==> config.mk <==
export PLATFORM = sky130hd
export DESIGN_NAME = bft_ram
export DESIGN_NICKNAME = d
export VERILOG_FILES = /design/src/sv/bft_ram.sv
export SDC_FILE = /design/constraint.sdc
export NUM_CORES = 2
export LEC_CHECK = 0
export ABC_AREA = 1
export BUFFER_PORTS_ARGS = -buffer_cell sky130_fd_sc_hd__buf_2
export CAP_MARGIN = 20
export CELL_PAD_IN_SITES_DETAIL_PLACEMENT = 0
export CELL_PAD_IN_SITES_GLOBAL_PLACEMENT = 1
export CORE_ASPECT_RATIO = 0.9
export CORE_MARGIN = 2
export CORE_UTILIZATION = 40
export DETAILED_ROUTE_END_ITERATION = 16
export PLACE_DENSITY_LB_ADDON = 0.25
export SLEW_MARGIN = 20
export SYNTH_ARGS = -nofsm -noshare
export SYNTH_HDL_FRONTEND = slang
export SYNTH_SLANG_ARGS = --single-unit
==> constraint.sdc <==
create_clock -name clk -period 1.7 [get_ports clk]
set_input_delay 0 -clock clk [delete_from_list [all_inputs] [get_ports clk]]
set_output_delay 0 -clock clk [all_outputs]
set_load 0.02 [all_outputs]
==> src/sv/bft_ram.sv <==
`timescale 1ns / 1ps
// ----------------------------------------------------------------------------
// bft_ram
// Generic simple dual-port RAM: one write port, one read port, read data
// registered. No reset on contents.
// ----------------------------------------------------------------------------
module bft_ram #(
    parameter int WIDTH = 8,
    parameter int DEPTH = 256
) (
    input  logic                     clk,
    input  logic                     we,
    input  logic [$clog2(DEPTH)-1:0] waddr,
    input  logic [WIDTH-1:0]         wdata,
    input  logic [$clog2(DEPTH)-1:0] raddr,
    output logic [WIDTH-1:0]         rdata
);

    logic [WIDTH-1:0] mem_reg [DEPTH];
    logic [WIDTH-1:0] rd_data_reg;

    // Write port
    always_ff @(posedge clk)
    begin
        if (we)
        begin
            mem_reg[waddr] <= wdata;
        end
    end

    // Registered read port
    always_ff @(posedge clk)
    begin
        rd_data_reg <= mem_reg[raddr];
    end

    assign rdata = rd_data_reg;

endmodule

Yosys cells after proc, flatten, opt, wreduce, memory -nomap -nowiden
Memory sizes are Yosys's and may differ from the RTL's. A register that Yosys moved wholly into a read port is not among the register bits.
Index checks and enable logic that the tools add are counted.
W data, S select, Z words.
- muxes and demuxes: 2
- operators with widths (kind ; number):
    $mux W1 ; 2
- register bits: 0
- RAM bits: 2048
- output and inout port bits: 8
- memories: 1
- memory list (name ; words ; bits a word ; rd ports ; clocked after Yosys merged registers in ; write ports ; line ; text):
    mem_reg ; 256 ; 8 ; 1 ; 1 ; 1 ; 19 ; logic [WIDTH-1:0] mem_reg [DEPTH];

Longest topological paths before layout
- depth after elaboration: 2
- mapped depth: 15

Least setup slack after synthesis
Ideal clock, no wire load.
- path kind: input -> register
- from: in we
- to: mem mem_reg[162][0], enable pin
- setup time: 0.370 ns
- arrival: 1.121 ns
- path slack: 0.209 ns
- cell stages on the path: 4
- buffers on the path: 2
- path through: clkbuf_1 nand3_1 clkbuf_1 nor2_1
- word-level cells in the longest chain between the ends: 2
- ends and longest elaborated chain (what ; line ; text):
    start: declaration ; 12 ; input logic we,
    $mux W1 ; 25 ; if (we)
    $mux W1 (not written as such) ; 27 ; mem_reg[waddr] <= wdata;
    end: declaration ; 19 ;
Every way passes these cells.

==> flow_summary.json <==
{
  "synth_nets": 7029,
  "holdPathStages": 2,
  "hpwl_um": 159600,
  "post-route-min-period_ns": 1.678,
  "ir_worst_vdd_mv": 1.055,
  "hold_class": "in2reg",
  "clockRootBuffer": "clkbuf_16",
  "drive_gt1_share_pct": 15.88,
  "critPathArrivalTime_ns": 2.43,
  "path_class": "reg2reg",
  "drc": 0,
  "ios": 34,
  "internal_power_mw": 84.91,
  "power_frac_seq_pct": 50.8,
  "cpPeakStageDelay_ns": 0.36,
  "drtAntennaViolNets": 0,
  "synth_warnings": 0,
  "place_area_um2": 92520,
  "worst_slew_pin_slew_ns": 0.6311,
  "cpMaxStageDelayCell": "edfxtp_1",
  "r2r_end": "rdata[5]",
  "yosysUniqueCellTypes": 14,
  "maxSlewViolCount": 0,
  "area_delta_synth_final_pct": 20.27,
  "clk_pin_slew_ns": 0.06,
  "power.leakage_nw": 36.06,
  "synth_top_cells_by_area": "edfxtp_1 (74%), nand3_1 (12%), nand2_1 (9.6%), buf_2 (1.6%), nor2_1 (1.3%)",
  "grt_pass1_vias": 54013,
  "path_cells": "nand2_1 > nand3_1 > nand3_1 > nand3_1 > nand3_1 > nand3_2 > nand3_2 > nand2_2 > nand2_1 > nand2_1",
  "crit_family": "simple AND/OR/NAND/NOR gates",
  "design_area_um2": 100300,
  "achievable-frequency_ghz": 0.5960,
  "cts_buffer_depth": 3,
  "power_switching_mw": 25.19,
  "rows": 158,
  "first_pass_iters": 6,
  "vias": 56307,
  "synth_seq_cells": 2056,
  "cpMostUsedCell": "nand3_1",
  "hold_violations": 0,
  "grt_pass1_wl_um": 369500,
  "r2r_slack_ns": 0.02,
  "power_frac_comb_pct": 7.2,
  "netlist_instances": 7003,
  "critPathBufInv": 0,
  "layout_common_cells": "nand2_1 (2100), edfxtp_1 (2048), nand3_1 (1913)",
  "h-tree-depth": 4,
  "synth_top_area_cell": "edfxtp_1",
  "die_h_um": 437.2,
  "hp-start": "wdata[2]",
  "grt-ovfl-total": 0,
  "antenna_found_initial": 10,
  "cp.depth": 10,
  "grt_max_degree": 91,
  "final_core_util_pct": 48.55,
  "fin_tns_setup_ns": 0,
  "largest_reg_flops": 2048,
  "finalCritPeriodShare_pct": 98.69,
  "cap_violations": 0,
  "cts_sinks": 2056,
  "insertion_delay_ns": 0.87,
  "r2r_start": "mem_reg[141][5]",
  "swShare_pct": 22.88,
  "cts_buffers": 212,
  "status": "completed",
  "powerDensity_nw_per_um2": 1098,
  "p_clk_share_pct": 42.0,
  "cts_tree": "yes",
  "syn_area_per_cell_um2": 11.91,
  "syn_area_um2": 83400,
  "yosysTopAreaCellShare_pct": 73.74,
  "final_nets": 7579,
  "vias_per_cell": 5.390,
  "routedWlPerCell_um": 24.11,
  "min_to": "mem_reg[122][2]",
  "crit_path_start_kind": "register",
  "endpoint_kind": "register",
  "gp_congestion": 0.8705,
  "core_um2": 206600,
  "port_buffers": 33,
  "ys_seq_area_share_pct": 73.94,
  "drt-total-wl_um": 251800,
  "setup_viol_count_final": 0,
  "drt-initial-drc-count": 6016,
  "rsz0062_at_grt": "yes",
  "power_mw": 110.1,
  "worstPathRequired_ns": 2.45,
  "final_common_cell": "nand2_1",
  "initial_utilization_pct": 40.37,
  "postCtsSetupBuffers": 0,
  "die-area_um2": 212200,
  "finClkSkew_ns": 0.04982,
  "reg2regPathDepth": 10,
  "grt_use_total_pct": 23.52,
  "maxSlewHeadroom_pct": 57.93,
  "die_width_um": 485.3,
  "path_max_fanout": 1
}
[synth_stat cells]
| cell | n |
|---|---|
| buf_4 | 46 |
| inv_4 | 1 |
| buf_1 | 40 |
| nand2_1 | 2123 |
| buf_2 | 268 |
| nand3_1 | 2019 |
| buf_6 | 16 |
| dfxtp_1 | 8 |
| inv_2 | 2 |
| nor2_1 | 283 |
| clkbuf_1 | 112 |
| edfxtp_1 | 2048 |
| inv_1 | 36 |
| buf_8 | 1 |
[worst max-delay path by stage]
stage	startpoint	endpoint	slack (ns)
floorplan	we	mem_reg[162][0]	0.21
global placement	raddr[0]	rdata[2]	-0.72
detailed placement	raddr[0]	rdata[2]	-0.72
CTS	mem_reg[185][2]	rdata[2]	-0.006
global route	mem_reg[216][3]	rdata[3]	-0.01
finish	mem_reg[141][5]	rdata[5]	0.02
[stage by stage]
step / hold slack, ns / std cells / setup slack [ns]
6_report: 0.1007 / 10447 / 0.02222
3_5_place_dp: 0.3385 / 10033 / -0.7220
5_1_grt: 0.06642 / 10444 / -0.01425
4_1_cts: 0.04144 / 10442 / -0.006086
2_1_floorplan: 0.09887 / 7003 / 0.2085
3_3_place_gp: 0.3318 / 10033 / -0.7240
[cells by family (layout without fill, tap and decap cells)]
| logic type | after synthesis | in the layout | synth area share, % |
|---|---|---|---|
| buffers and inverters | 522 | 1241 | 3.119 |
| DFF | 2056 | 2056 | 73.94 |
| other | 0 | 5 | 0 |
| and+or+nand+nor | 4425 | 4425 | 22.95 |
[power groups by stage]
stage	combinational (mW)	sequential [mW]	clock [mW]
floorplan	3.45	57.0	0
global placement	7.62	57.0	0
detailed placement	7.65	57.0	0
CTS	7.78	55.9	47.1
global route	8.49	55.9	49.0
finish	7.89	55.9	46.3
[routing by layer]
| layer | up-vias | global-route usage [%] | share of wire (%) |
|---|---|---|---|
| met2 | 1987 | 36.55 | 46 |
| met3 | 363 | 3.322 | 7.0 |
| met4 | 0 | 7.263 | 3.0 |
| li1 | 26018 | - | - |
| met1 | 27939 | 34.26 | 44 |
| met5 | - | 0 | 0 |
[cell type report]
type / instances / area (um^2)
diodes: 5 / 12.51
clock buffers: 264 / 5585
clock inverters: 119 / 1272
fillers: 18166 / 106300
inverters: 39 / 180.2
multi-input cells: 4425 / 19800
flip-flops and latches: 2056 / 61660
well taps: 2720 / 3403
repair buffers: 819 / 8382
[what timing repair did]
action	in CTS	in global routing
hold buffers	26	0
gates resized for setup	41	97
endpoints found under the setup margin	9	286
endpoints found under the hold margin	2322	0
pin swaps	1	6
Note: power is estimated with default switching activity, not from simulation.
