$ cat src/sv/bft_pkg.sv
`timescale 1ns / 1ps
// ----------------------------------------------------------------------------
// bft_pkg
// Shared types and constants for the tape machine: opcodes, commands,
// status codes, controller states and the execute-unit flag group.
// ----------------------------------------------------------------------------
package bft_pkg;

    // Default sizes
    localparam int PROG_DEPTH_DEF  = 4096;
    localparam int TAPE_DEPTH_DEF  = 32768;
    localparam int STACK_DEPTH_DEF = 256;

    // Width of the program_counter result field
    localparam int PC_OUT_W = 13;

    // Instruction bytes
    localparam logic [7:0] OP_INC   = 8'h2B;  // '+'
    localparam logic [7:0] OP_DEC   = 8'h2D;  // '-'
    localparam logic [7:0] OP_RIGHT = 8'h3E;  // '>'
    localparam logic [7:0] OP_LEFT  = 8'h3C;  // '<'
    localparam logic [7:0] OP_OUT   = 8'h2E;  // '.'
    localparam logic [7:0] OP_IN    = 8'h2C;  // ','
    localparam logic [7:0] OP_OPEN  = 8'h5B;  // '['
    localparam logic [7:0] OP_CLOSE = 8'h5D;  // ']'

    // Commands
    typedef enum logic [1:0] {
        CMD_CLEAR = 2'd0,
        CMD_LOAD  = 2'd1,
        CMD_START = 2'd2,
        CMD_STEP  = 2'd3
    } cmd_t;

    // Result status
    typedef enum logic [1:0] {
        ST_OK   = 2'd0,
        ST_END  = 2'd1,
        ST_BRK  = 2'd2,
        ST_FULL = 2'd3
    } status_t;

    // Controller states, one-hot
    typedef enum logic [4:0] {
        S_IDLE  = 5'b00001,
        S_EXEC  = 5'b00010,
        S_POP   = 5'b00100,
        S_LINK  = 5'b01000,
        S_CLEAR = 5'b10000
    } state_t;

    // Side effects of one executed instruction
    typedef struct packed {
        logic cell_we;  // current cell is rewritten
        logic emit;     // output instruction
        logic taken;    // input instruction
    } exec_flags_t;

endpackage

$ cat src/sv/bft_exec.sv
`timescale 1ns / 1ps
// ----------------------------------------------------------------------------
// bft_exec
// Execute unit: decodes the fetched instruction against the fetched cell and
// jump target, and produces the new cell value, pc and data pointer.
// ----------------------------------------------------------------------------
module bft_exec
    import bft_pkg::*;
#(
    parameter int PROG_DEPTH = PROG_DEPTH_DEF,
    parameter int TAPE_DEPTH = TAPE_DEPTH_DEF
) (
    input  logic [7:0]                      op,
    input  logic [7:0]                      cell_data,
    input  logic [$clog2(PROG_DEPTH)-1:0]   jump,
    input  logic [$clog2(PROG_DEPTH):0]     pc,
    input  logic [$clog2(TAPE_DEPTH)-1:0]   dp,
    input  logic [7:0]                      in_byte,
    output exec_flags_t                     flags,
    output logic [7:0]                      cell_wdata,
    output logic [$clog2(PROG_DEPTH):0]     pc_next,
    output logic [$clog2(TAPE_DEPTH)-1:0]   dp_next
);

    localparam int PAW = $clog2(PROG_DEPTH);
    localparam int PCW = PAW + 1;
    localparam int DW  = $clog2(TAPE_DEPTH);

    logic [PCW-1:0] jump_plus;

    // Jump lands just past the matching bracket
    assign jump_plus = {1'b0, jump} + PCW'(1);

    // Instruction decode
    always_comb
    begin
        flags      = '0;
        cell_wdata = cell_data;
        pc_next    = pc + PCW'(1);
        dp_next    = dp;
        case (op)
            OP_INC:
            begin
                flags.cell_we = 1'b1;
                cell_wdata    = cell_data + 8'd1;
            end
            OP_DEC:
            begin
                flags.cell_we = 1'b1;
                cell_wdata    = cell_data - 8'd1;
            end
            OP_RIGHT:
            begin
                dp_next = (dp == DW'(TAPE_DEPTH - 1)) ? '0 : dp + DW'(1);
            end
            OP_LEFT:
            begin
                dp_next = (dp == '0) ? DW'(TAPE_DEPTH - 1) : dp - DW'(1);
            end
            OP_OUT:
            begin
                flags.emit = 1'b1;
            end
            OP_IN:
            begin
                flags.cell_we = 1'b1;
                flags.taken   = 1'b1;
                cell_wdata    = in_byte;
            end
            OP_OPEN:
            begin
                if (cell_data == 8'd0)
                begin
                    pc_next = jump_plus;
                end
            end
            OP_CLOSE:
            begin
                if (cell_data != 8'd0)
                begin
                    pc_next = jump_plus;
                end
            end
            default:
            begin
            end
        endcase
    end

endmodule

$ cat config.mk
export PLATFORM = sky130hd
export DESIGN_NAME = bft_exec
export DESIGN_NICKNAME = d
export VERILOG_FILES = /design/src/sv/bft_pkg.sv /design/src/sv/bft_exec.sv
export SDC_FILE = /design/constraint.sdc
export NUM_CORES = 1
export LEC_CHECK = 0
export BUFFER_PORTS_ARGS = -buffer_cell sky130_fd_sc_hd__clkbuf_2
export CORE_MARGIN = 2
export CORE_UTILIZATION = 49
export DETAILED_ROUTE_END_ITERATION = 8
export PLACE_DENSITY_LB_ADDON = 0.25
export SYNTH_ARGS = -nofsm -noshare
export SYNTH_HDL_FRONTEND = slang
export SYNTH_SLANG_ARGS = --single-unit
$ cat constraint.sdc
create_clock -name vclk -period 3.7
set_clock_uncertainty 0.1 [all_clocks]
set_input_delay 0.74 -clock vclk [all_inputs]
set_output_delay 0.74 -clock vclk [all_outputs]
set_load 0.05 [all_outputs]
# Word-level counts from Yosys, hierarchy flattened
# Cells that the tools add are included.
[classes] addsub=6 eq_ne=9 n_mux=10 reduce_logical=4
[ops] operator="8-bit by 6-bit == test with 1-bit output (second input constant)" n=6
[ops] operator="15-bit two-way mux" n=2
[ops] operator="15-bit one-hot mux with 2 select lines" n=1
[ops] operator="13-bit two-way mux" n=2
[ops] operator="13-bit one-hot mux with 2 select lines" n=1
[ops] operator="8-bit one-hot mux with 3 select lines" n=1
[ops] operator="8-bit by 7-bit == test with 1-bit output (second input constant)" n=2
[ops] operator="15-bit by 1-bit adder with 15-bit output (second input constant)" n=1
[ops] operator="15-bit == test (second input constant)" n=1
[ops] operator="15-bit logical NOT" n=1
[ops] operator="15-bit by 1-bit subtractor with 15-bit output (second input constant)" n=1
[ops] operator="12-bit by 1-bit adder with 13-bit output (second input constant)" n=1
[ops] operator="13-bit by 1-bit adder with 13-bit output (second input constant)" n=1
[ops] operator="8-bit by 1-bit adder with 8-bit output (second input constant)" n=1
[ops] operator="8-bit logical NOT" n=1
[ops] operator="8-bit nonzero test" n=1
[ops] operator="8-bit by 1-bit subtractor with 8-bit output (second input constant)" n=1
[ops] operator="1-bit two-way mux" n=3
[ops] operator="3-bit OR reduction" n=1
[totals] ff_bits=0 inputBits=64 output_inout_bits=39 wordCells=29

# Depth between registers and ports, before layout
[logic_depth] depth_word=3 mapped_depth=10

# Worst setup path after synthesis
# Ideal clock, no wire load.
[synth_path] path_type="input -> output" start="in op[4]" end="out cell_wdata[6]" t_arrival_ns=3.103 path_slack_ns=-0.243 path_stages=10 path_buffers=1 cell_sequence="or4b_4 > buf_6 > nor2_4 > xor2_1 > ha_1 > nand4_1 > o21ai_0 > a22oi_1 > xor2_1 > o21ai_1"
[synth_via] elab_chain_cells=2 word_cells_on_any_way=4 cone_classes="eq/ne: 3; mux: 1"
[synth_lines] element="from (decl)" line_no="bft_exec.sv:13" rtl="input logic [7:0] op,"
[synth_lines] element="8-bit by 6-bit == test with 1-bit output" line_no="bft_exec.sv:41" rtl="case (op)"
[synth_lines] element="8-bit one-hot mux with 3 select lines *" line_no="bft_exec.sv:41"
[synth_lines] element="to (decl)" line_no="bft_exec.sv:20" rtl="output logic [7:0] cell_wdata,"
# Every way passes the cells marked *; elsewhere a longest branch is shown, timed or not.

# Worst setup path in the final report
[layout_path] start="in op[4]" end="out cell_wdata[4]"
# Same word-level chain as after synthesis.

==> results.yml <==
global_routing:
  grt_max_degree: 19
  grt_pass1_vias: 2332
  grt.total_usage_pct: 27.8
  grt_overflow: 0
  antenna_found_initial: 0
  grt_pass1_wl_um: 10300
synth:
  syn_area_um2: 1970
  ys_warn_count: 0
  muxShareOfSynthArea_pct: 9.32
  synthTopCellsByArea: "xor2_1, mux2i_1, nand2_1"
  yosys.area.top_type: "xor2_1"
  yosysMostFrequentCell: "nand2_1"
  synth_compound_area_share_pct: 23.7
  synthSimpleGateAreaFrac_pct: 43.0
  synth_common_cells: "nand2_1, nor2_1, nand3_1, o21ai_0, xor2_1"
  ys_seq_area_share_pct: 0
  yosysTopAreaCellShare_pct: 7.99
  syn-num-nets: 372
  synth_top_family_by_area: "simple AND/OR/NAND/NOR gates"
  synth_cells: 301
  synth_xor_area_share_pct: 13.3
  yosys.area_share.adder_pct: 4.44
  yosysUniqueCellTypes: 60
  syn_avg_cell_area_um2: 6.56
die:
  die_x_um: 67.5
  die_y_um: 67.5
  ios: 103
  core-area_um2: 3940
  dieArea_um2: 4550
  rows: 23
  initial_core_util_pct: 50.0
run_status:
  outcome: "completed"
placed_design:
  pre_cts_ws_ns: -0.00243
  dp_hpwl_um: 5520
  gp_congestion: 1.01
  io_buffers: 103
min_path:
  min_delay_path_depth: 3
  min_from: "in_byte[4]"
  whs_endpoint: "cell_wdata[4]"
  hold_class: "in2out"
timing:
  fin_tns_setup_ns: 0
  min_period_over_period_pct: 99.9
  slew-limit-headroom_pct: 68.5
  fin_crit_ns: 3.70
  finalHoldViolCount: 0
  setup_viol: 0
  rsz0062_at_grt: "true"
  setup_slack_ns: 0.00479
  finalMaxSlewViolations: 0
  worstMarginPinSlew_ns: 0.469
  max_freq_mhz: 271
drt:
  vias: 2812
  drc: 0
  avgViaCountPerCell: 6.09
  routed_wl_um: 6840
  ant_nets: 0
  routedWlPerCell_um: 14.8
  drtIter0Drc: 250
  firstDrtPassIters: 5
worst_setup_path:
  critPathLaunchType: "input pin"
  cp_data_arrival_time_ns: 2.86
  crit_path_end_kind: "output pin"
  crit_start: "op[4]"
  worstPathMaxFanout: 6
  critPathKind: "in2out"
  crit_required_ns: 2.86
power:
  vdd_drop_max_mv: 0.0742
  powerDensity_nw_per_um2: 109
  power_mw: 0.301
  leakage_nw: 1.23
layout:
  antenna_cells: 0
  seq_area_um2: 0
  nets: 485
  drive_above_1_share_pct: 38.1
  design.seq.count: 0
  area_delta_synth_final_pct: 40.5
  clock_buffers: 0
  final_core_util_pct: 70.3
job:
  cap_viol_max_count: 0
==> cell type report <==
type	count	area [um^2]
Multi-Input combinational cell	273	1920
Tap cell	50	62.6
Inverter	10	37.5
Fill cell	347	1170
Timing Repair Buffer	129	747
==> per-stage QoR <==
stage | std cells | cell area (um^2) | hold slack [ns]
detailed placement | 462 | 2740 | 1.81
global route | 462 | 2770 | 1.78
CTS | 462 | 2740 | 1.79
global placement | 462 | 2740 | 1.80
finish | 462 | 2770 | 1.76
floorplan | 301 | 2030 | 1.56
==> power breakdown <==
group          switching (mW)  internal, mW
clock                       0             0
sequential                  0             0
combinational           0.198         0.102
==> cell usage in the layout (no fill, tap or decap), types with 2 or more instances in the layout <==
cell type / n
o221ai_1: 6
a21oi_1: 11
buf_6: 3
and3_1: 10
mux2i_1: 5
or4_1: 5
nor2_1: 20
buf_2: 2
nor4_1: 3
nand2b_1: 2
a22oi_1: 4
a221o_1: 4
a31oi_1: 3
o21ai_1: 6
nand2_1: 28
nor2_2: 2
o211ai_1: 5
nor3b_1: 4
and2_1: 2
inv_1: 10
mux2_1: 2
mux2i_2: 10
and4_1: 4
o21ai_0: 17
nand4_1: 10
xor2_1: 18
clkbuf_2: 96
or3_1: 3
nor3_1: 15
xnor2_1: 12
a21o_1: 3
nand3_1: 19
ha_1: 5
or2_2: 2
buf_4: 27
nor2_4: 3
==> repair_timing <==
action	CTS	global route
setup endpoints to repair	1	5
hold buffers	0	0
gates resized for setup	1	15
buffers inserted	0	0
pin swaps	0	8
cloned	0	0
==> worst max-delay path: stages <==
cell and delay, ns:
buf_6 0.09, or4b_4 0.55, nor2_4 0.17, xor2_1 0.18, ha_2 0.25, and3_1 0.16, mux2i_1 0.08, a21o_1 0.17
a221o_1 0.30, buf_6 0.16
==> worst max-delay path by stage <==
stage / slack (ns) / depth (start not counted) / end
floorplan: -0.1 / 8 / cell_wdata[2]
global placement: 0.05 / 10 / cell_wdata[4]
detailed placement: -0.002 / 10 / cell_wdata[4]
CTS: 0.02 / 10 / cell_wdata[4]
global route: -0.09 / 10 / cell_wdata[4]
finish: 0.005 / 10 / cell_wdata[4]
==> kinds of logic after synthesis <==
logic type / count (synthesis)
adder cells (fa/ha/maj): 7
buffers and inverters: 28
AND/OR/NAND/NOR: 147
AO/OA/AOI/OAI: 71
XOR/XNOR: 30
multiplexers: 18
==> per-layer routing <==
layer	vias up	GRT usage (%)	wire, um
li1	1362	-	-
met1	1273	38.9	2930
met2	165	47.9	3310
met3	12	1.83	518
met4	0	3.32	78
met5	-	0	0
Note: power is estimated with default switching activity, not from simulation.
